--- config.mk ---
export PLATFORM = sky130hd
export DESIGN_NAME = lfo_phase
export DESIGN_NICKNAME = d
export VERILOG_FILES = /design/src/rtl/lfo_pkg.sv /design/src/rtl/lfo_phase.sv
export SDC_FILE = /design/constraint.sdc
export NUM_CORES = 1
export LEC_CHECK = 0
export BUFFER_PORTS_ARGS = -buffer_cell sky130_fd_sc_hd__buf_2
export CORE_UTILIZATION = 30
export CTS_BUF_LIST = sky130_fd_sc_hd__clkbuf_2
export CTS_CLUSTER_SIZE = 10
export DETAILED_ROUTE_END_ITERATION = 16
export PLACE_DENSITY_LB_ADDON = 0.1
export SLEW_MARGIN = 15
export SYNTH_ARGS = -nofsm -noshare
export SYNTH_HDL_FRONTEND = slang
export SYNTH_SLANG_ARGS = --single-unit
--- constraint.sdc ---
create_clock -name clk -period 3.85 [get_ports clk]
set_input_delay 0 -clock clk [delete_from_list [all_inputs] [get_ports clk]]
set_output_delay 0 -clock clk [all_outputs]
set_load 0.02 [all_outputs]
--- src/rtl/lfo_pkg.sv ---
// Shared types and constants for the low-frequency oscillator.
// Used by every module under rtl/; depends on nothing else.
package lfo_pkg;

    localparam int STEP_W   = 31;   // phase step, Q0.32 with the top bit always zero
    localparam int VAL_W    = 16;   // range bounds and output value
    localparam int WAVE_W   = 17;   // Q1.15 waveform, +1 = 32768
    localparam int SPAN_W   = 17;   // range_high - range_low
    localparam int FRAC_W   = 32;   // Q0.32 phase fraction
    localparam int SEL_W    = 3;
    localparam int MAG_W    = 16;   // quarter sine magnitude, up to 32768
    localparam int S_DATA_W = 64;
    localparam int M_DATA_W = 16;

    localparam logic [SEL_W-1:0] WAVE_SINE     = 3'd0;
    localparam logic [SEL_W-1:0] WAVE_TRIANGLE = 3'd1;
    localparam logic [SEL_W-1:0] WAVE_SAW      = 3'd2;
    localparam logic [SEL_W-1:0] WAVE_INV_SAW  = 3'd3;
    localparam logic [SEL_W-1:0] WAVE_SQUARE   = 3'd4;
    localparam logic [SEL_W-1:0] WAVE_SLOPED   = 3'd5;

    // Triangle breakpoints
    localparam logic [FRAC_W-1:0] TRI_RISE_END = 32'h4000_0000;
    localparam logic [FRAC_W-1:0] TRI_FALL_END = 32'hC000_0000;

    // Sloped square breakpoints: 0.02, 0.48, 0.52, 0.98 of a cycle
    localparam logic [FRAC_W-1:0] SLOPE_TH_A = 32'd85899346;
    localparam logic [FRAC_W-1:0] SLOPE_TH_B = 32'd2061584302;
    localparam logic [FRAC_W-1:0] SLOPE_TH_C = 32'd2233382994;
    localparam logic [FRAC_W-1:0] SLOPE_TH_D = 32'd4209067950;

    // pi/2 in Q2.30 for building the sine table
    localparam logic [63:0] HALF_PI_Q30 = 64'd1686629713;

    typedef logic signed [WAVE_W-1:0] wave_t;

    // Payload handed from the waveform stage to the range mapper
    typedef struct packed {
        logic signed [WAVE_W-1:0] wave;
        logic signed [VAL_W-1:0]  range_low;
        logic signed [SPAN_W-1:0] range_span;
    } map_in_t;

endpackage

--- src/rtl/lfo_phase.sv ---
// Phase accumulator: wrapping PHASE_BITS register, restart, Q0.32 phase and sine address.
// Depends on lfo_pkg.
module lfo_phase
    import lfo_pkg::*;
#(
    parameter int PHASE_BITS      = 32,
    parameter int SINE_TABLE_BITS = 10
)
(
    input  logic                       clk,
    input  logic                       rst_n,
    input  logic                       advance,
    input  logic [STEP_W-1:0]          phase_step,
    input  logic                       restart,
    output logic [FRAC_W-1:0]          phase_frac,
    output logic [SINE_TABLE_BITS:0]   sine_addr
);

    localparam logic [SINE_TABLE_BITS:0] QTAB_N = {1'b1, {SINE_TABLE_BITS{1'b0}}};

    logic [PHASE_BITS-1:0]        acc_reg;
    logic [PHASE_BITS-1:0]        acc_next;
    logic [PHASE_BITS-1:0]        acc_base;
    logic [PHASE_BITS-1:0]        step_scaled;
    logic [PHASE_BITS+31:0]       step_wide;
    logic [PHASE_BITS+31:0]       acc_wide;
    logic [SINE_TABLE_BITS-1:0]   sine_idx;

    // Rescale the Q0.32 step to the accumulator width
    assign step_wide   = {{1'b0, phase_step}, {PHASE_BITS{1'b0}}};
    assign step_scaled = step_wide[PHASE_BITS+31 -: PHASE_BITS];

    assign acc_base = restart ? '0 : acc_reg;
    assign acc_next = acc_base + step_scaled;

    // Top 32 bits of the accumulator, zero-filled when it is narrower
    assign acc_wide   = {acc_next, 32'd0};
    assign phase_frac = acc_wide[PHASE_BITS+31 -: FRAC_W];

    // Mirror the index in the second and fourth quadrants
    assign sine_idx  = phase_frac[29 -: SINE_TABLE_BITS];
    assign sine_addr = phase_frac[30] ? (QTAB_N - {1'b0, sine_idx}) : {1'b0, sine_idx};

    always_ff @(posedge clk or negedge rst_n)
    begin
        if (!rst_n)
        begin
            acc_reg <= '0;
        end
        else if (advance)
        begin
            acc_reg <= acc_next;
        end
    end

endmodule

After elaboration in Yosys (flattened, before gate mapping)
Index checks and enable logic that the tools add are counted.
- bits in latches: 0
- flip-flop bits (word level): 32
- memories: 0
- bits in writable memories: 0
- word-level logic and storage cells: 5
- output and inout port bits: 43
- memory bits (read-only): 0
- bits of input ports: 35
- order comparisons: 0
- muxes and demuxes: 2
- divide/modulo/power cells: 0
- equal/unequal tests: 0
- reductions and logical operators: 0
- shift operators: 0
- bitwise logic cells: 0
- add/sub/neg operators: 2
- $mul: 0
- operator list (cell ; number):
    32-bit by 31-bit adder with 32-bit output ; 1
    32-bit two-way mux ; 1
    11-bit two-way mux ; 1
    11-bit by 10-bit subtractor with 11-bit output (first input constant) ; 1

Longest topological paths before layout
- depth after elaboration: 4
- depth in mapped cells: 15
- depth with buffers taken out: 13

Worst setup path before layout
No wires, ideal clock.
- path kind: register to output
- start point: register acc_reg[0]
- end point: output sine_addr[10]
- required time: 3.850 ns
- arrival time: 3.613 ns
- slack: 0.237 ns
- path buffers: 0
- stages on the path, launching flop included: 13
- path through: dfrtp_1 nor2b_1 ha_1 fa_1 a211oi_1 o21ai_1 a21oi_4 o22ai_2 o311a_1 o21a_1 o31ai_2 inv_1 nor4_1
- longest elaborated chain between the ends: 4
- RTL lines (element ; RTL line ; RTL):
    start: declaration ; lfo_phase.sv:21 ; logic [PHASE_BITS-1:0] acc_reg;
    start signal: assignment ; lfo_phase.sv:52 ; acc_reg <= acc_next;
    32-bit two-way mux ; lfo_phase.sv:33 ; assign acc_base = restart ? '0 : acc_reg;
    32-bit by 31-bit adder with 32-bit output ; lfo_phase.sv:34 ; assign acc_next = acc_base + step_scaled;
    via phase_frac[28] ; lfo_phase.sv:15 ; output logic [FRAC_W-1:0] phase_frac,
    11-bit by 10-bit subtractor with 11-bit output ; lfo_phase.sv:42 ; assign sine_addr = phase_frac[30] ? (QTAB_N - {1'b0, sine_idx}) : {1'b0, sine_idx};
    11-bit two-way mux ; lfo_phase.sv:42 ;
    end: declaration ; lfo_phase.sv:16 ; output logic [SINE_TABLE_BITS:0] sine_addr
The timed path passes the listed nets, and every way through them passes these cells.

Final worst setup path
- start point: register acc_reg[1]
- end point: output sine_addr[8]
- longest elaborated chain between the ends: 4
- RTL lines (element ; RTL line):
    32-bit two-way mux * ; lfo_phase.sv:33
    32-bit by 31-bit adder with 32-bit output * ; lfo_phase.sv:34
    11-bit by 10-bit subtractor with 11-bit output ; lfo_phase.sv:42
    11-bit two-way mux * ; lfo_phase.sv:42
Mark *: on every way between the ends. The rest lies on a longest branch, timed or not.

==> flow_summary.json <==
{
  "area_growth_pct": 27.2,
  "cp-end-kind": "output pin",
  "wl_um": 8880,
  "fin_nets": 535,
  "r2r_cells": 12,
  "fin_skew_ps": 20.8,
  "htree_num_levels": 2,
  "intPower_mw": 1.77,
  "drive_above_1_share": 0.355,
  "grt_overflow": 0,
  "num-fill-cells": 1094,
  "required_ps": 3850,
  "synthesis.area_um2": 3310,
  "yosysWarnings": 0,
  "cts_root_buf": "clkbuf_2",
  "reg2reg_to": "acc_reg[28]$_DFFE_PN0P_",
  "port_buffers": 77,
  "path_cells": "nor2b_2, ha_1, a211oi_2, o21ai_2, o311a_4, o31ai_4, o31ai_2, xor2_1, inv_1, ha_2, and2_2, a21oi_1, xnor2_1, buf_4",
  "reg2reg_slack_ps": 700,
  "wl_per_cell_um": 14.7,
  "r2r-start": "acc_reg[0]$_DFFE_PN0P_",
  "num_io_pins": 78,
  "fin_area_um2": 4210,
  "cts_tree": "done",
  "setup_viol": 0,
  "async_flop_share": 1.00,
  "hp-class": "in2reg",
  "rows": 37,
  "worst_ep_arrival_time_ps": 3660,
  "grt_usage": 0.157,
  "cellLeakagePower_nw": 1.90,
  "worstMarginPinSlew_ps": 837,
  "rsz0062_at_grt": "true",
  "peakVddDrop_v": 0.000491,
  "clockBufferDepth": 2,
  "dpl.hpwl_um": 6760,
  "max_cap_viol_count": 0,
  "layout_common_cells": "buf_2 (71), nor2b_1 (32), dfrtp_1 (32)",
  "ant_nets": 0,
  "synth_fp_nets": 445,
  "final-seq-area_um2": 801,
  "drv_slew": 0,
  "min_path_cells": 3,
  "fp.dieW_um": 107,
  "synth_top_area_share": 0.242,
  "synth.area.top_cells": "dfrtp_1 (24%), ha_1 (12%), mux2_2 (9.9%), nor2b_1 (6.4%), a21oi_1 (5.0%)",
  "hold_start": "phase_step[1]",
  "cts_buffers": 5,
  "grt_max_degree": 35,
  "synth_edf_count": 0,
  "fmax_mhz": 273,
  "yosysUniqueCellTypes": 56,
  "final_util": 0.400,
  "finalHoldViolCount": 0,
  "syn_area_per_cell_um2": 8.77,
  "die_area_um2": 11400,
  "cp-startpoint": "acc_reg[1]$_DFFE_PN0P_",
  "period_share": 0.950,
  "p_per_area_nw_per_um2": 839,
  "min_period_ps": 3660,
  "critical_path_class": "reg2out",
  "antenna_found_initial": 0,
  "p_switching_mw": 1.76,
  "grt_pass1_wl_um": 14200,
  "die_y_um": 107,
  "antenna_cells": 0,
  "drc": 0,
  "swShare": 0.498,
  "insertion_delay_ps": 390,
  "synthFlopType": "dfrtp_1",
  "combPwrFrac": 0.773,
  "slew_headroom": 0.442,
  "place.gp.congestion": 0.792,
  "hold_end": "acc_reg[1]$_DFFE_PN0P_",
  "critPathMaxFanout": 4,
  "clk_pin_slew_ps": 190,
  "largest_register_ffs": 32,
  "core_um2": 10500,
  "tns_ps": 0,
  "grt_pass1_vias": 2923,
  "dpl-instance-area_um2": 3870,
  "worst_path_max_delay_cell": "dfrtp_1",
  "mostFrequentLayoutCell": "buf_2",
  "syn_inst": 377,
  "critPathLaunchType": "flop",
  "clkPwrFrac": 0.067,
  "status": "completed",
  "ys_ff_latch": 32,
  "cpPeakStageDelay_ps": 410,
  "ys_seq_area_frac": 0.242,
  "first_iter_violations": 91,
  "clock-sinks": 32,
  "synth_top_area_cell": "dfrtp_1",
  "via_per_inst": 4.95,
  "vias": 2987,
  "pwr-share-seq": 0.160,
  "drt_pre_antenna_iters": 4,
  "initial_utilization": 0.315,
  "multi_input_area_um2": 2540
}
[logic make-up (layout without fill, tap and decap cells)]
group / after synthesis / count (layout) / synth area share
xor+xnor: 32 / 32 / 0.0848
mux: 32 / 32 / 0.108
buf+inv: 32 / 123 / 0.0397
flops: 32 / 32 / 0.242
fa+ha+maj: 33 / 33 / 0.127
simple gates: 106 / 106 / 0.170
compound gates: 110 / 110 / 0.228
[area by class of cell]
class	count	share of cell area
inverters	19	0.0170
flip-flops and latches	32	0.190
clock inverters	3	0.00893
multi-input cells	313	0.605
well taps	136	0.0405
clock buffers	5	0.00595
repair buffers	96	0.132
[worst max-delay path by stage]
stage	slack, ps	cells after the start	end
2_1_floorplan	240	12	sine_addr[10]
3_3_place_gp	290	13	sine_addr[1]
3_5_place_dp	210	13	sine_addr[1]
4_1_cts	-4	13	sine_addr[1]
5_1_grt	-50	13	sine_addr[9]
6_report	190	14	sine_addr[8]
[cells in the mapped netlist, types with 3 or more instances]
library cell,n
xnor2_1,17
nor2b_1,34
nor3_1,11
a31oi_1,5
xor2_1,15
nor2_1,18
dfrtp_1,32
nand2b_1,3
inv_1,19
a21oi_1,33
a21o_1,5
ha_1,32
o211ai_1,3
clkbuf_1,8
o21ai_1,4
o21a_1,7
mux2_2,29
a211oi_1,5
and2_1,4
nand2_1,21
o21ai_0,23
[power groups by stage]
| stage | Clock [mW] | Combinational, mW | Sequential, mW |
|---|---|---|---|
| 6_report | 0.236 | 2.73 | 0.565 |
| 5_1_grt | 0.267 | 2.97 | 0.589 |
| 4_1_cts | 0.256 | 2.50 | 0.566 |
| 3_5_place_dp | 0 | 2.44 | 0.575 |
| 3_3_place_gp | 0 | 2.42 | 0.574 |
| 2_1_floorplan | 0 | 1.77 | 0.558 |
[per-layer routing]
layer  vias to the layer above  GRT usage  share of wire
met5                         -          0              0
met4                         0     0.0352         0.0089
met3                         5     0.0243          0.031
met2                        52      0.254           0.45
met1                      1386      0.219           0.51
li1                       1544          -              -
[worst max-delay path: cells and delay by family (launching register included)]
family	cells	cell delay [ps]
XOR/XNOR	2	410
flip-flops	1	410
adder cells (fa/ha/maj)	2	520
AND/OR/NAND/NOR	2	380
buffers and inverters	2	240
AO/OA/AOI/OAI	6	1310
[stage by stage]
stage | hold WS (ps) | setup WS (ps) | cells | total power [mW]
floorplan | -296 | 237 | 377 | 2.33
global placement | 141 | 293 | 586 | 2.99
detailed placement | 154 | 209 | 586 | 3.01
CTS | 74.0 | -3.61 | 599 | 3.32
global route | 73.3 | -50.4 | 604 | 3.82
finish | 106 | 192 | 604 | 3.53
[repair_timing]
item,CTS,global route
endpoints found under the setup margin,11,10
pin swaps,6,4
hold endpoints to repair,33,0
buffers inserted,2,5
cloned,1,0
hold buffers,2,0
resized for setup,4,43
Note: power is estimated with default switching activity, not from simulation.
