==> config.mk <==
export PLATFORM = sky130hd
export DESIGN_NAME = lfo_wave
export DESIGN_NICKNAME = d
export VERILOG_FILES = /design/src/rtl/lfo_pkg.sv /design/src/rtl/lfo_wave.sv
export SDC_FILE = /design/constraint.sdc
export NUM_CORES = 1
export LEC_CHECK = 0
export BUFFER_PORTS_ARGS = -buffer_cell sky130_fd_sc_hd__buf_2
export CORE_UTILIZATION = 40
export DETAILED_ROUTE_END_ITERATION = 10
export PLACE_DENSITY_LB_ADDON = 0.3
export SETUP_SLACK_MARGIN = 0.15
export SLEW_MARGIN = 5
export SYNTH_ARGS = -nofsm -noshare
export SYNTH_HDL_FRONTEND = slang
export SYNTH_SLANG_ARGS = --single-unit
==> constraint.sdc <==
create_clock -name vclk -period 20.6
set_clock_uncertainty 0.1 [all_clocks]
set_input_delay 2.06 -clock vclk [all_inputs]
set_output_delay 2.06 -clock vclk [all_outputs]
set_load 0.005 [all_outputs]
==> src/rtl/lfo_pkg.sv <==
// Shared types and constants for the low-frequency oscillator.
// Used by every module under rtl/; depends on nothing else.
package lfo_pkg;

    localparam int STEP_W   = 31;   // phase step, Q0.32 with the top bit always zero
    localparam int VAL_W    = 16;   // range bounds and output value
    localparam int WAVE_W   = 17;   // Q1.15 waveform, +1 = 32768
    localparam int SPAN_W   = 17;   // range_high - range_low
    localparam int FRAC_W   = 32;   // Q0.32 phase fraction
    localparam int SEL_W    = 3;
    localparam int MAG_W    = 16;   // quarter sine magnitude, up to 32768
    localparam int S_DATA_W = 64;
    localparam int M_DATA_W = 16;

    localparam logic [SEL_W-1:0] WAVE_SINE     = 3'd0;
    localparam logic [SEL_W-1:0] WAVE_TRIANGLE = 3'd1;
    localparam logic [SEL_W-1:0] WAVE_SAW      = 3'd2;
    localparam logic [SEL_W-1:0] WAVE_INV_SAW  = 3'd3;
    localparam logic [SEL_W-1:0] WAVE_SQUARE   = 3'd4;
    localparam logic [SEL_W-1:0] WAVE_SLOPED   = 3'd5;

    // Triangle breakpoints
    localparam logic [FRAC_W-1:0] TRI_RISE_END = 32'h4000_0000;
    localparam logic [FRAC_W-1:0] TRI_FALL_END = 32'hC000_0000;

    // Sloped square breakpoints: 0.02, 0.48, 0.52, 0.98 of a cycle
    localparam logic [FRAC_W-1:0] SLOPE_TH_A = 32'd85899346;
    localparam logic [FRAC_W-1:0] SLOPE_TH_B = 32'd2061584302;
    localparam logic [FRAC_W-1:0] SLOPE_TH_C = 32'd2233382994;
    localparam logic [FRAC_W-1:0] SLOPE_TH_D = 32'd4209067950;

    // pi/2 in Q2.30 for building the sine table
    localparam logic [63:0] HALF_PI_Q30 = 64'd1686629713;

    typedef logic signed [WAVE_W-1:0] wave_t;

    // Payload handed from the waveform stage to the range mapper
    typedef struct packed {
        logic signed [WAVE_W-1:0] wave;
        logic signed [VAL_W-1:0]  range_low;
        logic signed [SPAN_W-1:0] range_span;
    } map_in_t;

endpackage

==> src/rtl/lfo_wave.sv <==
// Waveform shaper: Q0.32 phase and quarter-sine magnitude to a Q1.15 value.
// Depends on lfo_pkg.
module lfo_wave
    import lfo_pkg::*;
(
    input  logic [SEL_W-1:0]  wave_sel,
    input  logic [FRAC_W-1:0] phase_frac,
    input  logic [MAG_W-1:0]  sine_mag,
    output wave_t             wave
);

    logic [16:0]        p15;
    logic [15:0]        p16;
    logic signed [18:0] tri_w;
    logic signed [17:0] saw_w;
    logic signed [17:0] sine_w;
    logic [37:0]        p50;
    logic signed [39:0] slope_up;
    logic signed [39:0] slope_down;
    logic signed [39:0] slope_end;
    logic signed [22:0] slope_w;
    logic signed [22:0] raw;

    assign p15 = phase_frac[31:15];
    assign p16 = phase_frac[31:16];
    assign p50 = 38'(phase_frac) * 38'd50;

    always_comb
    begin
        if (phase_frac <= TRI_RISE_END)
        begin
            tri_w = $signed({2'b00, p15});
        end
        else if (phase_frac < TRI_FALL_END)
        begin
            tri_w = 19'sd65536 - $signed({2'b00, p15});
        end
        else
        begin
            tri_w = $signed({2'b00, p15}) - 19'sd131072;
        end
    end

    assign saw_w  = phase_frac[31] ? ($signed({2'b00, p16}) - 18'sd65536)
                                   : $signed({2'b00, p16});
    assign sine_w = phase_frac[31] ? -$signed({2'b00, sine_mag}) : $signed({2'b00, sine_mag});

    // Sloped square edges, floored to Q1.15
    assign slope_up   = $signed({2'b00, p50});
    assign slope_down = 40'sd107374182400 - slope_up;
    assign slope_end  = slope_up - 40'sd214748364800;

    always_comb
    begin
        if (phase_frac < SLOPE_TH_A)
        begin
            slope_w = 23'(slope_up >>> 17);
        end
        else if (phase_frac < SLOPE_TH_B)
        begin
            slope_w = 23'sd32768;
        end
        else if (phase_frac < SLOPE_TH_C)
        begin
            slope_w = 23'(slope_down >>> 17);
        end
        else if (phase_frac < SLOPE_TH_D)
        begin
            slope_w = -23'sd32768;
        end
        else
        begin
            slope_w = 23'(slope_end >>> 17);
        end
    end

    always_comb
    begin
        case (wave_sel)
            WAVE_TRIANGLE: raw = 23'(tri_w);
            WAVE_SAW:      raw = 23'(saw_w);
            WAVE_INV_SAW:  raw = -23'(saw_w);
            WAVE_SQUARE:   raw = phase_frac[31] ? -23'sd32768 : 23'sd32768;
            WAVE_SLOPED:   raw = slope_w;
            default:       raw = 23'(sine_w);
        endcase
    end

    // Clamp to the closed span -1..+1
    always_comb
    begin
        if (raw > 23'sd32768)
        begin
            wave = 17'sd32768;
        end
        else if (raw < -23'sd32768)
        begin
            wave = -17'sd32768;
        end
        else
        begin
            wave = raw[WAVE_W-1:0];
        end
    end

endmodule

* Word-level counts from Yosys, hierarchy flattened
Cells that the tools add are included.
Storage, ports and cells: bits in registers 0, bits in latches 0, bits in writable memories 0, memory bits (read-only) 0, input bits 51, output and inout bits 17, word-level logic and storage cells 33, memories kept 0
Cells by class: add/subtract/negate cells 7, multiply operators 1, divide/modulo/power cells 0, $lt $le $gt $ge 8, equality and inequality tests 5, shift-type cells 0, mux-type cells 12, bitwise gates (word level) 0, reduce and logical (&&, ||, !) cells 0
Operator list (count):
- $mux 23 | 5
- $pmux 23 s5 | 1
- $lt 32x32->1 const B | 3
- $sub 37x38->39 const A | 1
- $sub 38x38->39 const B | 1
- $mux 19 | 2
- $mul 32x5->37 const B | 1
- $mux 18 | 2
- $mux 17 | 2
- $le 32x31->1 const B | 1
- $lt 32x27->1 const B | 1
- $lt 32x31->1 const B | 1
- $gt 23x17->1 const B | 1
- $lt 23x16->1 const B | 1
- $neg 18->23 | 1
- $sub 17x18->19 const B | 1
- $neg 16->18 | 1
- $sub 16x17->18 const B | 1
- $sub 17x17->18 const A | 1
- $eq 3x2->1 const B | 2
- $eq 3x3->1 const B | 2
- $eq 3x1->1 const B | 1

* Logic depth before layout (Yosys ltp)
depth after elaboration 10, mapped depth 26, mapped depth without buffers 23

* Least setup slack after synthesis
OpenSTA, ideal clock, no wires.
path kind input-to-output, start in phase_frac[15], end out wave[10], data arrival time 7.409 ns, data required time 18.440 ns, slack 11.031 ns, cell stages on the path 23, path buffers 3, path through clkbuf_1 -> inv_1 -> ha_1 -> ha_1 -> inv_1 -> fa_1 -> inv_1 -> ha_1 -> buf_2 -> a21oi_2 -> o21a_1 -> o21ai_0 -> and2_1 -> or4_4 -> a22oi_4 -> or4b_4 -> or4b_4 -> a41oi_2 -> nor4_1 -> nor4_2 -> nand4bb_2 -> buf_6 -> a21oi_2
On the way: word-level cells in the longest chain between the ends 10, elaborated cells on any way between the ends 22, classes of those cells add/sub: 4; mul: 1; order compare: 8; mux: 9
Ends and longest elaborated chain:
- start: declaration | line lfo_wave.sv:7 | input logic [FRAC_W-1:0] phase_frac,
- $mul 32x5->37 | line lfo_wave.sv:26 | assign p50 = 38'(phase_frac) * 38'd50;
- $sub 38x38->39 | line lfo_wave.sv:51 | assign slope_end = slope_up - 40'sd214748364800;
- $mux 23 | line lfo_wave.sv:67 | else if (phase_frac < SLOPE_TH_D)
- $mux 23 | line lfo_wave.sv:63 | else if (phase_frac < SLOPE_TH_C)
- $mux 23 | line lfo_wave.sv:59 | else if (phase_frac < SLOPE_TH_B)
- $mux 23 | line lfo_wave.sv:55 | if (phase_frac < SLOPE_TH_A)
- $pmux 23 s5 (*) | line lfo_wave.sv:79 | case (wave_sel)
- $lt 23x16->1 | line lfo_wave.sv:96 | else if (raw < -23'sd32768)
- $mux 17 | line lfo_wave.sv:96
- $mux 17 (*) | line lfo_wave.sv:92 | if (raw > 23'sd32768)
- end: declaration | line lfo_wave.sv:9 | output wave_t wave
Every way passes the cells marked *; elsewhere a longest branch is shown, timed or not.

* Worst setup path in the final report
start in phase_frac[15], end out wave[0]
The elaborated chain is that of the path after synthesis.

==> results by group <==
Global routing
  – Gr usage total: 27.12%
  – Number of global-route vias before repair: 8175
  – First-pass GRT wire length: 44.19 mm
  – Total congestion overflow: 0
  – Largest net degree at the start of global routing: 31
  – Initial antenna violation count: 0

Layout
  – Nets: 1386
  – Final Util: 43.79%
  – Diode count: 0
  – Clock buffer count: 0
  – Fillers: 2071
  – Area Overhead vs Synth: 6.658%
  – Most frequent cells in the layout: ha_1 (149), inv_1 (116), nand2_1 (104), a21oi_1 (79), o21ai_0 (75)
  – Commonest non-fill, non-tap cell in the layout: ha_1
  – Layout cells sized above 1: 11.15%
  – Sequential Area: 0 um^2
  – Sequential cell count: 0

Synth
  – Mapped Cells: 1126
  – Xor and xnor area share after synthesis: 6.083%
  – Largest family of logic cells by synthesized area: compound AO/OA/AOI/OAI gates
  – Post-Syn Nets: 1353
  – Syn Std Cell Area: 8043 um^2
  – Synth Area in Simple Gates: 24.35%
  – Synth cell types: 99
  – Sequential-to-total area share from yosys stat: 0%
  – Compound-Gate Fraction of Synth Area: 31.04%
  – Synth warn: 0
  – Avg Cell Area, Syn: 7.143 um^2
  – Synth Area in Adders: 29.90%
  – Multiplexer area fraction after synthesis: 1.011%

Clock network
  – Setup repair bufs after CTS: 0
  – CTS resizes: 0
  – # hold bufs at CTS: 0

Timing
  – Final setup viols: 0
  – Max Clock Freq: 0.09335 GHz
  – Final Hold Vio Count: 0
  – Min Tclk post-route: 10710 ps
  – Rel. slew slack: 17.47%
  – Unrepaired setup endpoints after global routing: false
  – Final period util: 52.00%
  – Worst-Margin Slew: 1222 ps
  – Setup TNS: 0 ps
  – Slew Limit Fails: 0

Critical path
  – Setup CP Type: primary input to primary output
  – CP Capture Type: primary output
  – Critical Path Fanout Max: 15
  – Worst EP arrival: 8550 ps
  – Worst EP required: 18440 ps
  – Worst setup SP type: primary input

Floorplanning
  – Core area: 19590 um^2
  – IO Count: 68
  – Chip height: 143.8 um
  – Rows: 51
  – Die ar.: 20680 um^2
  – Initial Util: 41.06%
  – Die W: 143.8 um

Route
  – 1st-pass router iterations: 5
  – DRC: 0
  – Via count: 8706
  – Routed len/inst: 19.42 um
  – Post-DRT Antenna Nets: 0
  – Starting DRC count in detailed routing: 773
  – Vias/cell: 6.122
  – Final WL: 27.61 mm

Placement
  – Placer Congestion: 1.004
  – Port buffer count: 68
  – Dpl hpwl: 23.28 mm

Pwr
  – Lkg Pwr: 3.879 nW
  – VDD IR max: 28.69 uV
  – Pwr per Cell Area: 62.05 nW/um^2
  – Total power: 0.0005322 W

Run
  – Number of max-cap violations: 0

Run status
  – Status: finished, final reports clean

Worst hold path
  – Worst hold path type: primary input to primary output
  – Hold depth: 6
final timing paths:
path                        to      startpoint
worst min-delay path  wave[10]    sine_mag[10]
worst max-delay path   wave[0]  phase_frac[15]
layout make-up:
type                            count  area (um^2)  share of cell area, %
Inverter                          117        439.2                  5.120
Tap cell                          265        331.6                  3.865
Timing Repair Buffer               73        377.9                  4.405
Multi-Input combinational cell    967         7430                  86.61
routing by layer:
| metal | global-route usage [%] | share of wire, % |
|---|---|---|
| met2 | 46.99 | 46 |
| met1 | 34.62 | 43 |
| met4 | 10.75 | 4.5 |
| met5 | 0 | 0 |
| met3 | 2.166 | 6.5 |
metrics by stage:
step	instance area, um^2	hold slack, ps	worst slack (ps)	instances
6_report	8578	4645	9887	1422
5_1_grt	8578	4655	9423	1422
4_1_cts	8578	4637	9961	1422
3_5_place_dp	8578	4626	9956	1422
3_3_place_gp	8578	4629	10000	1422
2_1_floorplan	8043	4297	11030	1126
worst max-delay path, cell delays in order:
cell      delay, ps
buf_2           260
inv_1           260
ha_1            420
ha_1            310
fa_1            470
ha_1            410
a21oi_1         350
o21ai_0         260
a21o_1          270
nor3_1          140
a22oi_1         120
xnor2_1         580
inv_1           240
ha_1            280
nand2b_1        100
nor4_2           60
or4b_2          680
o211ai_1        180
a41o_2          260
nand4_2         400
a21oi_1         300
buf_2           140
where the power goes:
part / leakage [nW] / internal (W) / switching (W)
Sequential: 0 / 0 / 0
Clock: 0 / 0 / 0
Combinational: 3.88 / 0.000184 / 0.000349
synth_stat cells, types with 6 or more instances:
cell,count,area (um^2)
a211o_1,8,70.07
a211oi_1,10,75.07
a21boi_1,6,45.04
a21o_1,19,142.6
a21oi_1,79,395.4
a21oi_2,12,105.1
a22oi_1,8,60.06
a31oi_1,13,81.33
and2_1,10,62.56
and3_1,8,50.05
and4_1,6,52.55
clkbuf_1,34,127.6
fa_1,27,540.5
ha_1,149,1864
inv_1,116,435.4
mux2i_1,7,70.07
nand2_1,104,390.4
nand2b_1,15,93.84
nand3_1,28,140.1
nand4_1,20,125.1
nor2_1,63,236.5
nor2b_1,11,68.82
nor3_1,25,125.1
nor4_1,9,56.30
o211ai_1,15,112.6
o21a_1,13,97.59
o21ai_0,75,375.4
o221ai_1,7,61.31
o22ai_1,9,56.30
o31ai_1,11,82.58
or3_1,20,125.1
or4_1,6,45.04
xnor2_1,39,341.6
xor2_1,15,131.4
cell families after synthesis:
| family | count (synthesis) |
|---|---|
| multiplexers | 8 |
| AND/OR/NAND/NOR | 366 |
| adder cells (fa/ha/maj) | 176 |
| XOR/XNOR | 55 |
| AO/OA/AOI/OAI | 362 |
| buffers and inverters | 159 |
Note: power is estimated with default switching activity, not from simulation.
