===== config.mk =====
export PLATFORM = sky130hd
export DESIGN_NAME = lfo_map
export DESIGN_NICKNAME = d
export VERILOG_FILES = /design/src/rtl/lfo_pkg.sv /design/src/rtl/lfo_map.sv
export SDC_FILE = /design/constraint.sdc
export NUM_CORES = 1
export LEC_CHECK = 0
export BUFFER_PORTS_ARGS = -buffer_cell sky130_fd_sc_hd__buf_2
export CAP_MARGIN = 15
export CORE_ASPECT_RATIO = 1.25
export CORE_MARGIN = 4
export CORE_UTILIZATION = 65
export DETAILED_ROUTE_END_ITERATION = 10
export GPL_TIMING_DRIVEN = 0
export PLACE_DENSITY = 0.91
export SLEW_MARGIN = 10
export SYNTH_ARGS = -nofsm -noshare
export SYNTH_HDL_FRONTEND = slang
export SYNTH_SLANG_ARGS = --single-unit

===== constraint.sdc =====
create_clock -name vclk -period 15.13
set_input_delay 3.026 -clock vclk [all_inputs]
set_output_delay 3.026 -clock vclk [all_outputs]
set_load 0.03 [all_outputs]

===== src/rtl/lfo_pkg.sv =====
// Shared types and constants for the low-frequency oscillator.
// Used by every module under rtl/; depends on nothing else.
package lfo_pkg;

    localparam int STEP_W   = 31;   // phase step, Q0.32 with the top bit always zero
    localparam int VAL_W    = 16;   // range bounds and output value
    localparam int WAVE_W   = 17;   // Q1.15 waveform, +1 = 32768
    localparam int SPAN_W   = 17;   // range_high - range_low
    localparam int FRAC_W   = 32;   // Q0.32 phase fraction
    localparam int SEL_W    = 3;
    localparam int MAG_W    = 16;   // quarter sine magnitude, up to 32768
    localparam int S_DATA_W = 64;
    localparam int M_DATA_W = 16;

    localparam logic [SEL_W-1:0] WAVE_SINE     = 3'd0;
    localparam logic [SEL_W-1:0] WAVE_TRIANGLE = 3'd1;
    localparam logic [SEL_W-1:0] WAVE_SAW      = 3'd2;
    localparam logic [SEL_W-1:0] WAVE_INV_SAW  = 3'd3;
    localparam logic [SEL_W-1:0] WAVE_SQUARE   = 3'd4;
    localparam logic [SEL_W-1:0] WAVE_SLOPED   = 3'd5;

    // Triangle breakpoints
    localparam logic [FRAC_W-1:0] TRI_RISE_END = 32'h4000_0000;
    localparam logic [FRAC_W-1:0] TRI_FALL_END = 32'hC000_0000;

    // Sloped square breakpoints: 0.02, 0.48, 0.52, 0.98 of a cycle
    localparam logic [FRAC_W-1:0] SLOPE_TH_A = 32'd85899346;
    localparam logic [FRAC_W-1:0] SLOPE_TH_B = 32'd2061584302;
    localparam logic [FRAC_W-1:0] SLOPE_TH_C = 32'd2233382994;
    localparam logic [FRAC_W-1:0] SLOPE_TH_D = 32'd4209067950;

    // pi/2 in Q2.30 for building the sine table
    localparam logic [63:0] HALF_PI_Q30 = 64'd1686629713;

    typedef logic signed [WAVE_W-1:0] wave_t;

    // Payload handed from the waveform stage to the range mapper
    typedef struct packed {
        logic signed [WAVE_W-1:0] wave;
        logic signed [VAL_W-1:0]  range_low;
        logic signed [SPAN_W-1:0] range_span;
    } map_in_t;

endpackage


===== src/rtl/lfo_map.sv =====
// Range mapper: scales a Q1.15 value from -1..+1 onto range_low..range_high, saturated.
// Depends on lfo_pkg.
module lfo_map
    import lfo_pkg::*;
(
    input  map_in_t                 map_in,
    output logic signed [VAL_W-1:0] lfo_value
);

    logic [16:0]        offs;
    logic signed [34:0] prod;
    logic signed [34:0] prod_rnd;
    logic signed [18:0] scaled;
    logic signed [19:0] sum;

    // 0..65536 after lifting by one
    assign offs     = 17'($signed(map_in.wave) + 17'sd32768);
    assign prod     = $signed({1'b0, offs}) * $signed(map_in.range_span);
    assign prod_rnd = prod + 35'sd32768;
    assign scaled   = prod_rnd[34:16];
    assign sum      = 20'($signed(map_in.range_low)) + 20'(scaled);

    always_comb
    begin
        if (sum > 20'sd32767)
        begin
            lfo_value = 16'sh7FFF;
        end
        else if (sum < -20'sd32768)
        begin
            lfo_value = 16'sh8000;
        end
        else
        begin
            lfo_value = sum[VAL_W-1:0];
        end
    end

endmodule


## Yosys cells after proc, flatten, opt, wreduce, memory -nomap -nowiden

Index checks and enable logic that the tools add are counted.

- Bits in registers: 0
- Bits in latches: 0
- Bits in writable memories: 0
- Bits in read-only memories: 0
- Input bits: 50
- Output and inout port bits: 16
- Word-level logic and storage cells: 8
- Memories kept: 0

- $add $sub $neg: 3
- Multiply operators: 1
- Divide/modulo/power cells: 0
- Magnitude comparators: 2
- Equality and inequality tests: 0
- Shift operators: 0
- Muxes and demuxes: 2
- Bitwise operators: 0
- Reductions and logical operators: 0

Operators with widths:

| operator | number |
|---|---|
| adder 35 x 17 -> 35 bit (second input constant) | 1 |
| multiplier 18 x 17 -> 35 bit | 1 |
| two-way mux 16 bit | 2 |
| adder 16 x 19 -> 20 bit | 1 |
| greater-than comparator 20 x 16 -> 1 bit (second input constant) | 1 |
| less-than comparator 20 x 16 -> 1 bit (second input constant) | 1 |
| adder 17 bit (second input constant) | 1 |

## Longest topological paths before layout

Gate-level depths: netlist of the first run.

- Depth in word-level cells: 7
- Gate-level depth with buffers: 35

## Least setup slack after synthesis of the first run

Ideal clock, no wire load.

- Path kind: input port to output port
- From: input map_in[48] in the netlist's numbering
- To: output lfo_value[0]
- Data arrival time: 10.987 ns
- Slack: 1.117 ns
- Cell stages on the path: 32
- Buffers on the path: 3
- Cell sequence: clkbuf_1 -> xor2_1 -> clkbuf_1 -> nand2_1 -> fa_1 -> fa_1 -> inv_1 -> fa_1 -> fa_1 -> fa_1 -> inv_1 -> fa_1 -> inv_1 -> ha_1 -> clkbuf_1 -> a21o_1 -> a21o_1 -> a2111oi_0 -> o211ai_1 -> a31oi_1 -> o21bai_1 -> a21oi_1 -> xnor2_1 -> ha_1 -> a21oi_1 -> o21ai_0 -> a31oi_2 -> a31oi_1 -> xnor2_2 -> and2_1 -> a21oi_1 -> a21oi_1

- Longest elaborated chain between the ends: 7
- Elaborated cells between the ends (all ways): 8
- Those cells by class: 3 x add/sub; 1 x mul; 2 x order compare; 2 x mux

Ends and longest elaborated chain:

| item | RTL line | source |
|---|---|---|
| from (decl) | lfo_map.sv:6 | `input map_in_t map_in,` |
| adder 17 bit (*) | lfo_map.sv:17 | `assign offs = 17'($signed(map_in.wave) + 17'sd32768);` |
| multiplier 18 x 17 -> 35 bit (*) | lfo_map.sv:18 | `assign prod = $signed({1'b0, offs}) * $signed(map_in.range_span);` |
| adder 35 x 17 -> 35 bit (*) | lfo_map.sv:19 | `assign prod_rnd = prod + 35'sd32768;` |
| adder 16 x 19 -> 20 bit (*) | lfo_map.sv:21 | `assign sum = 20'($signed(map_in.range_low)) + 20'(scaled);` |
| less-than comparator 20 x 16 -> 1 bit | lfo_map.sv:29 | `else if (sum < -20'sd32768)` |
| two-way mux 16 bit | lfo_map.sv:29 |  |
| two-way mux 16 bit (*) | lfo_map.sv:25 | `if (sum > 20'sd32767)` |
| to (decl) | lfo_map.sv:7 | `output logic signed [VAL_W-1:0] lfo_value` |

Mark *: on every way between the ends. The rest lies on a longest branch, timed or not.

## Final worst setup path of the first run

- From: input map_in[6] in the netlist's numbering
- To: output lfo_value[14]

- Longest elaborated chain between the ends: 6
- Elaborated cells between the ends (all ways): 7
- Those cells by class: 2 x add/sub; 1 x mul; 2 x order compare; 2 x mux

Ends and longest elaborated chain:

| item | RTL line |
|---|---|
| multiplier 18 x 17 -> 35 bit (*) | lfo_map.sv:18 |
| adder 35 x 17 -> 35 bit (*) | lfo_map.sv:19 |
| adder 16 x 19 -> 20 bit (*) | lfo_map.sv:21 |
| less-than comparator 20 x 16 -> 1 bit | lfo_map.sv:29 |
| two-way mux 16 bit | lfo_map.sv:29 |
| two-way mux 16 bit (*) | lfo_map.sv:25 |

Marks and branches as above.

==> flow_metrics.env, run 1 <==
export IMPL_status="finished, final reports clean"
export IMPL_hpwl_um=24290
export IMPL_yosys_warnings=0
export IMPL_worstSetupEndpointType="primary output"
export IMPL_dr_wl_met3_um=2736
export IMPL_drtPass1Iterations=5
export IMPL_cp_required_ns=12.10
export IMPL_via_per_inst=5.847
export IMPL_drtAntennaViolNets=0
export IMPL_yosysSeqAreaShare=0
export IMPL_antenna_found_initial=0
export IMPL_cpPeakStageDelay_ns=0.61
export IMPL_yosys_area_top_type="fa_1"
export IMPL_start_kind="input port"
export IMPL_synth_distinct_cells=58
export IMPL_vias=8975
export IMPL_hp_class="input port to primary output"
export IMPL_yosysMostFrequentCell="inv_1"
export IMPL_syn_cell_area_mm2=0.01082
export IMPL_port_buffers=63
export IMPL_fin_nets=1737
export IMPL_grt_usage=0.3171
export IMPL_grt_pass1_wl_um=47000
export IMPL_post_route_drc_count=0
export IMPL_grt_max_degree=12
export IMPL_max_freq_mhz=66.67
export IMPL_grt_pass1_vias=9847
export IMPL_ff_latch_area_um2=0
export IMPL_finalMaxSlewViolations=0
export IMPL_fin_cells=1535
export IMPL_min_period_ns=15.00
export IMPL_wl_met2_um=14100
export IMPL_cpMaxStageDelayCell="fa_1"
export IMPL_drt_iter0_markers=727
export IMPL_min_period_over_period=0.9914
export IMPL_gp_congestion=1.026
export IMPL_wl_met1_um=9636
export IMPL_die_w_um=123.4
export IMPL_areaGrowthSynthToFinish_pct=6.115
export IMPL_placedCellCount=1534
export IMPL_ys_top_cells_by_count="inv_1 (290), fa_1 (225), ha_1 (142), nand2_1 (142), and2_1 (137)"
export IMPL_hold_violations=0
export IMPL_overflow=0
export IMPL_routed_top_layer="met4"
export IMPL_die_h_um=152.3
export IMPL_critPathMaxFanout=10
export IMPL_max_cap_viol_count=0
export IMPL_synth_top_area_frac=0.4161
export IMPL_core_area_mm2=0.01627
export IMPL_clkbuf_count=0
export IMPL_design_seq_count=0
export IMPL_avgSynthCellArea_um2=8.625
export IMPL_yosys_top_cells_area="fa_1 (42%), ha_1 (16%), inv_1 (10%)"
export IMPL_n_fill_cell=1189
export IMPL_crit_type="input port to primary output"
export IMPL_place_area_mm2=0.01141
export IMPL_io_pins=66
export IMPL_setup_viol=0
export IMPL_drive_above_1_share=0.08422
export IMPL_hold_depth=5
export IMPL_wl_per_cell_um=18.85
export IMPL_tightest_slew_ns=0.6977
export IMPL_initial_core_util=0.6655
export IMPL_arrival_ns=11.97
export IMPL_hold_buffers=0
export IMPL_design_area_mm2=0.01149
export IMPL_wirelength_um=28940
export IMPL_die_area_mm2=0.01879
export IMPL_syn_inst=1255
export IMPL_relSlewSlack=0.5349
export IMPL_synth_nets=1672
export IMPL_rows=52
export IMPL_critPathMostFrequentCell="fa_1"
==> per-stage QoR <==
| step | hold slack (ns) | utilization | setup WS [ns] | setup TNS, ns |
|---|---|---|---|---|
| 2_1_floorplan | 6.453 | - | 1.117 | 0 |
| 6_report | 6.585 | 0.7062 | 0.1304 | 0 |
| 5_1_grt | 6.608 | 0.7060 | -0.09155 | -0.7694 |
| 3_3_place_gp | 6.581 | 0.7015 | -0.1791 | -2.063 |
| 4_1_cts | 6.585 | 0.7021 | 0.1335 | 0 |
| 3_5_place_dp | 6.583 | 0.7015 | -0.3530 | -4.577 |
==> cell families after synthesis <==
family / count (synthesis) / share of synthesized area
AO/OA/AOI/OAI: 139 / 0.09201
XOR/XNOR: 38 / 0.03214
adder cells (fa/ha/maj): 367 / 0.5803
buffers and inverters: 334 / 0.1176
AND/OR/NAND/NOR: 377 / 0.1780
==> critical path, delay by kind of cell <==
family                     cells  cell delay, ns
adders and majority gates      8            3.71
xor gates and xnor gates       1            0.16
buffers and inverters          8            1.42
and+or+nand+nor                9            2.09
AOI/OAI and AO/OA              7            1.55
==> routing by layer <==
layer,up-vias,GRT usage
met3,161,0.07055
met5,-,0
met1,4351,0.3700
met2,505,0.5210
met4,0,0.2005
li1,3958,-
==> what timing repair did <==
action	CTS	global route
resized for setup	3	27
endpoints found under the setup margin	15	15
setup buffers	0	1
pin swaps	0	2
==> layout by cell type, fill, tap and decap left out, drive strengths merged, types with 15 or more instances in the layout <==
master  count
a21oi      49
ha        142
buf        69
xor2       15
fa        225
xnor2      23
and2      138
clkbuf     37
nand2b     21
inv       290
a21o       20
o21ai      19
nor2       27
nand2     142
==> layout make-up <==
class | count | area, µm² | share of cell area
Tap cell | 216 | 270.3 | 0.02353
Timing Repair Buffer | 64 | 322.8 | 0.02810
Multi-Input combinational cell | 921 | 9604 | 0.8362
Buffer | 42 | 193.9 | 0.01688
Antenna cell | 1 | 2.502 | 0.0002179
Inverter | 291 | 1092 | 0.09510
==> path summary, 6_finish.rpt <==
kind	start	endpoint	slack (ns)
max	map_in[6]	lfo_value[14]	0.13
min	map_in[17]	lfo_value[0]	6.58
Power of run 1 is not shown: default switching activity piles up to over one toggle a cycle in this logic, so the estimate is an artifact.
==> run 2, diff against run 1 <==
--- a/config.mk
+++ b/config.mk
@@ -9,10 +9,10 @@
 export CAP_MARGIN = 15
 export CORE_ASPECT_RATIO = 1.25
 export CORE_MARGIN = 4
-export CORE_UTILIZATION = 65
+export CORE_UTILIZATION = 59
 export DETAILED_ROUTE_END_ITERATION = 10
 export GPL_TIMING_DRIVEN = 0
-export PLACE_DENSITY = 0.91
+export PLACE_DENSITY = 0.88
 export SLEW_MARGIN = 10
 export SYNTH_ARGS = -nofsm -noshare
 export SYNTH_HDL_FRONTEND = slang
==> constraint.sdc (replaced) <==
create_clock -name vclk -period 13.4
set_input_delay 2.68 -clock vclk [all_inputs]
set_output_delay 2.68 -clock vclk [all_outputs]
set_load 0.03 [all_outputs]
==> run 2 against run 1 <==
Against the previous run: critical path depth is the same; clock-buffer cell count is the same; cell count grew 4.1%; utilization shrank 0.073 points; critical endpoint is now lfo_value[6]; via count grew 3.3%; critical path type unchanged; non-clock buffer count grew 52.
==> flow_metrics.env, run 2 (synthesis gave the netlist of run 1 again) <==
export IMPL_status="finished, final reports clean"
export IMPL_max_cap_viol_count=0
export IMPL_wl_per_cell_um=19.53
export IMPL_cpPeakStageDelay_ns=0.62
export IMPL_grt_usage=0.2985
export IMPL_die_h_um=159.4
export IMPL_n_fill_cell=1312
export IMPL_wirelength_um=31210
export IMPL_tightest_slew_ns=0.5499
export IMPL_final_common_cell="inv_1"
export IMPL_antenna_found_initial=0
export IMPL_grt_max_degree=18
export IMPL_min_from="map_in[17]"
export IMPL_hold_depth=5
export IMPL_gp_congestion=1.017
export IMPL_fin_nets=1789
export IMPL_holdWs_ns=5.906
export IMPL_die_area_mm2=0.02059
export IMPL_areaGrowthSynthToFinish_pct=17.95
export IMPL_drive_above_1_share=0.1898
export IMPL_hold_buffers=0
export IMPL_setup_viol=0
export IMPL_io_pins=66
export IMPL_ff_latch_area_um2=0
export IMPL_grt_pass1_wl_um=48790
export IMPL_hpwl_um=24660
export IMPL_grt_pass1_vias=10000
export IMPL_hp_class="input port to primary output"
export IMPL_arrival_ns=10.51
export IMPL_overflow=0
export IMPL_core_area_mm2=0.01810
export IMPL_design_seq_count=0
export IMPL_cp_required_ns=10.72
export IMPL_max_freq_mhz=75.81
export IMPL_drt_iter0_markers=646
export IMPL_drtPass1Iterations=6
export IMPL_post_route_drc_count=0
export IMPL_final_cell_mix="inv_1 (278), fa_1 (209), nand2_1 (141)"
export IMPL_worstSetupEndpointType="primary output"
export IMPL_port_buffers=63
export IMPL_relSlewSlack=0.6334
export IMPL_initial_core_util=0.5981
export IMPL_critPathMaxFanout=8
export IMPL_rows=55
export IMPL_min_period_ns=13.19
export IMPL_via_per_inst=5.802
export IMPL_finalMaxSlewViolations=0
export IMPL_min_period_over_period=0.9844
export IMPL_start_kind="input port"
export IMPL_tns_ns=0
export IMPL_drtAntennaViolNets=0
export IMPL_holdPathEnd="lfo_value[0]"
export IMPL_hold_violations=0
export IMPL_vias=9271
export IMPL_insertedDiodeCount=0
export IMPL_clkbuf_count=0
export IMPL_crit_type="input port to primary output"
export IMPL_die_w_um=129.1
export IMPL_cpMaxStageDelayCell="fa_2"
export IMPL_critical_path_startpoint="map_in[39]"
-- run 2: worst max path at each step --
stage                    to  slack, ns  cells after the start
4_1_cts        lfo_value[8]      0.005                     35
2_1_floorplan  lfo_value[0]       0.08                     32
3_3_place_gp   lfo_value[2]      -1.29                     34
6_report       lfo_value[6]       0.21                     33
5_1_grt        lfo_value[6]      -0.13                     33
3_5_place_dp   lfo_value[6]      -1.50                     34
-- run 2: per-stage QoR --
stage,setup slack [ns],util,instance area [µm²],cells
after floorplan,0.07911,-,10820,1255
after global placement,-1.294,0.6312,11420,1546
after detailed placement,-1.499,0.6312,11420,1546
after CTS,0.004913,0.6579,11910,1550
after global routing,-0.1287,0.7054,12770,1598
final,0.2091,0.7054,12770,1598
-- run 2: what timing repair did --
| item | CTS | global route |
|---|---|---|
| setup buffers | 8 | 46 |
| setup endpoints to repair | 16 | 16 |
| pin swaps | 15 | 61 |
| resized for setup | 124 | 185 |
| cloned | 1 | 3 |
-- run 2: worst max-delay path: cells and delay by family --
family                   cells  cell delay [ns]
AO/OA/AOI/OAI                6             1.17
XOR/XNOR                     2             0.31
buffers and inverters        8             0.91
AND/OR/NAND/NOR              9             1.54
adder cells (fa/ha/maj)      8             3.90
-- run 2: routing by layer --
metal  share of wire  track usage  up-vias
met4           0.082       0.1714        0
met3           0.071      0.03289      161
li1                -            -     4068
met5               0            0        -
met1            0.35       0.3556     4602
met2            0.50       0.5151      440
-- run 2: layout make-up --
class | instances | area (µm²) | share of cell area
multi-input cells | 921 | 9935 | 0.7781
inverters | 291 | 1094 | 0.08565
repair buffers | 121 | 965.9 | 0.07566
plain buffers | 37 | 488.0 | 0.03822
well taps | 228 | 285.3 | 0.02234
Power of run 2 is left out for the same reason.
==> run 3, diff against run 2 <==
--- a/config.mk
+++ b/config.mk
@@ -5,14 +5,15 @@
 export SDC_FILE = /design/constraint.sdc
 export NUM_CORES = 1
 export LEC_CHECK = 0
+export ABC_AREA = 1
 export BUFFER_PORTS_ARGS = -buffer_cell sky130_fd_sc_hd__buf_2
 export CAP_MARGIN = 15
 export CORE_ASPECT_RATIO = 1.25
 export CORE_MARGIN = 4
-export CORE_UTILIZATION = 59
+export CORE_UTILIZATION = 60
 export DETAILED_ROUTE_END_ITERATION = 10
 export GPL_TIMING_DRIVEN = 0
-export PLACE_DENSITY = 0.88
+export PLACE_DENSITY = 0.89
 export SLEW_MARGIN = 10
 export SYNTH_ARGS = -nofsm -noshare
 export SYNTH_HDL_FRONTEND = slang
==> run 3 against run 2 <==
Against the previous run: critical path depth increased by 4; design area decreased by 5.6%; maximum frequency increased by 2.0%; setup slack improved by 0.25 ns; wire length decreased by 0.63%; global-route usage decreased by 0.70 points; via count increased by 13%.
==> flow_metrics.env, run 3 <==
export IMPL_yosysSeqAreaShare=0
export IMPL_yosys_area_top_type="fa_1"
export IMPL_synth_distinct_cells=33
export IMPL_max_cap_viol_count=0
export IMPL_gp_congestion=0.9799
export IMPL_post_route_drc_count=0
export IMPL_drtPass1Iterations=6
export IMPL_port_buffers=35
export IMPL_ff_latch_area_um2=0
export IMPL_design_area_mm2=0.01205
export IMPL_fin_nets=2099
export IMPL_avgSynthCellArea_um2=7.017
export IMPL_hpwl_um=26560
export IMPL_setup_viol=0
export IMPL_design_seq_count=0
export IMPL_status="finished, final reports clean"
export IMPL_tightest_slew_ns=0.6731
export IMPL_drive_above_1_share=0.05536
export IMPL_die_h_um=163.1
export IMPL_cts_setup_buffers=0
export IMPL_clkbuf_count=0
export IMPL_min_period_over_period=0.9655
export IMPL_cpPeakStageDelay_ns=0.54
export IMPL_grt_pass1_vias=10596
export IMPL_grt_usage=0.2915
export IMPL_final_cell_mix="inv_1 (479), nand2_1 (457), fa_1 (225)"
export IMPL_tns_ns=0
export IMPL_vias=10462
export IMPL_finalMaxSlewViolations=0
export IMPL_critPathMaxFanout=10
export IMPL_synth_top_area_frac=0.3902
export IMPL_hold_violations=0
export IMPL_insertedDiodeCount=0
export IMPL_yosys_warnings=0
export IMPL_io_pins=66
export IMPL_place_area_mm2=0.01201
export IMPL_initial_core_util=0.6124
export IMPL_die_w_um=132.1
export IMPL_areaGrowthSynthToFinish_pct=4.423
export IMPL_die_area_mm2=0.02153
export IMPL_hold_buffers=0
export IMPL_ys_top_cells_by_count="inv_1 (479), nand2_1 (458), fa_1 (225)"
export IMPL_antenna_found_initial=0
export IMPL_wirelength_um=31010
export IMPL_syn_cell_area_mm2=0.01154
export IMPL_cp_required_ns=10.72
export IMPL_grt_pass1_wl_um=50490
export IMPL_final_util=0.6395
export IMPL_synth_nets=2062
export IMPL_grt_setup_unrepaired="no"
export IMPL_relSlewSlack=0.5512
export IMPL_hold_depth=5
export IMPL_drtAntennaViolNets=0
export IMPL_grt_max_degree=11
export IMPL_critPathMostFrequentCell="nand2_1"
export IMPL_hp_class="input port to primary output"
export IMPL_yosys_top_cells_area="fa_1 (39%), inv_1 (16%), ha_1 (15%)"
export IMPL_syn_inst=1645
export IMPL_cpMaxStageDelayCell="fa_1"
export IMPL_start_kind="input port"
export IMPL_wl_per_cell_um=16.22
export IMPL_worstSetupEndpointType="primary output"
export IMPL_core_area_mm2=0.01885
export IMPL_crit_type="input port to primary output"
export IMPL_overflow=0
export IMPL_final_common_cell="inv_1"
export IMPL_via_per_inst=5.472
export IMPL_max_freq_mhz=77.29
export IMPL_drt_iter0_markers=794
export IMPL_yosysMostFrequentCell="inv_1"
export IMPL_arrival_ns=10.26
export IMPL_min_period_ns=12.94
export IMPL_rows=56
-- run 3: layout make-up --
type / instances / area (µm²)
buffer: 66 / 305.3
fill: 1641 / 6795
inverter: 482 / 1809
multi-input combinational: 1097 / 9473
tap: 232 / 290.3
timing repair buffer: 35 / 175.2
-- run 3: metal layers --
metal  track usage  part of all wire  routed length (µm)
met5             0                 0                   0
met4        0.1705             0.072                2223
met3       0.02526             0.076                2344
met2        0.5196              0.49               15350
met1        0.3452              0.36               11100
-- run 3: cells by family after synthesis --
| group | after synthesis | synth area share |
|---|---|---|
| simple gates | 607 | 0.2104 |
| buf+inv | 548 | 0.1795 |
| fa+ha+maj | 367 | 0.5442 |
| compound gates | 99 | 0.04770 |
| xor+xnor | 24 | 0.01821 |
-- run 3: worst paths after layout --
| check | to | startpoint |
|---|---|---|
| hold / removal | lfo_value[0] | map_in[17] |
| setup / recovery | lfo_value[5] | map_in[37] |
-- run 3: worst max-delay path, delay by kind of cell --
family                     cells  cell delay [ns]
adders and majority gates      8             3.70
and+or+nand+nor               16             1.85
buffers and inverters         11             1.60
AOI/OAI and AO/OA              2             0.39
-- run 3: timing repair --
item | in CTS | in global routing
hold endpoints to repair | 0 | 0
resized for setup | 0 | 71
setup endpoints to repair | 0 | 16
-- run 3: per-stage QoR --
step,cells,hold WS (ns),setup slack (ns)
after floorplan,1645,5.720,1.323
after global placement,1912,5.832,0.3420
after detailed placement,1912,5.831,0.1818
after CTS,1912,5.835,0.1475
after global routing,1912,5.883,0.009417
final,1912,5.831,0.4619
Power of run 3 is left out for the same reason.
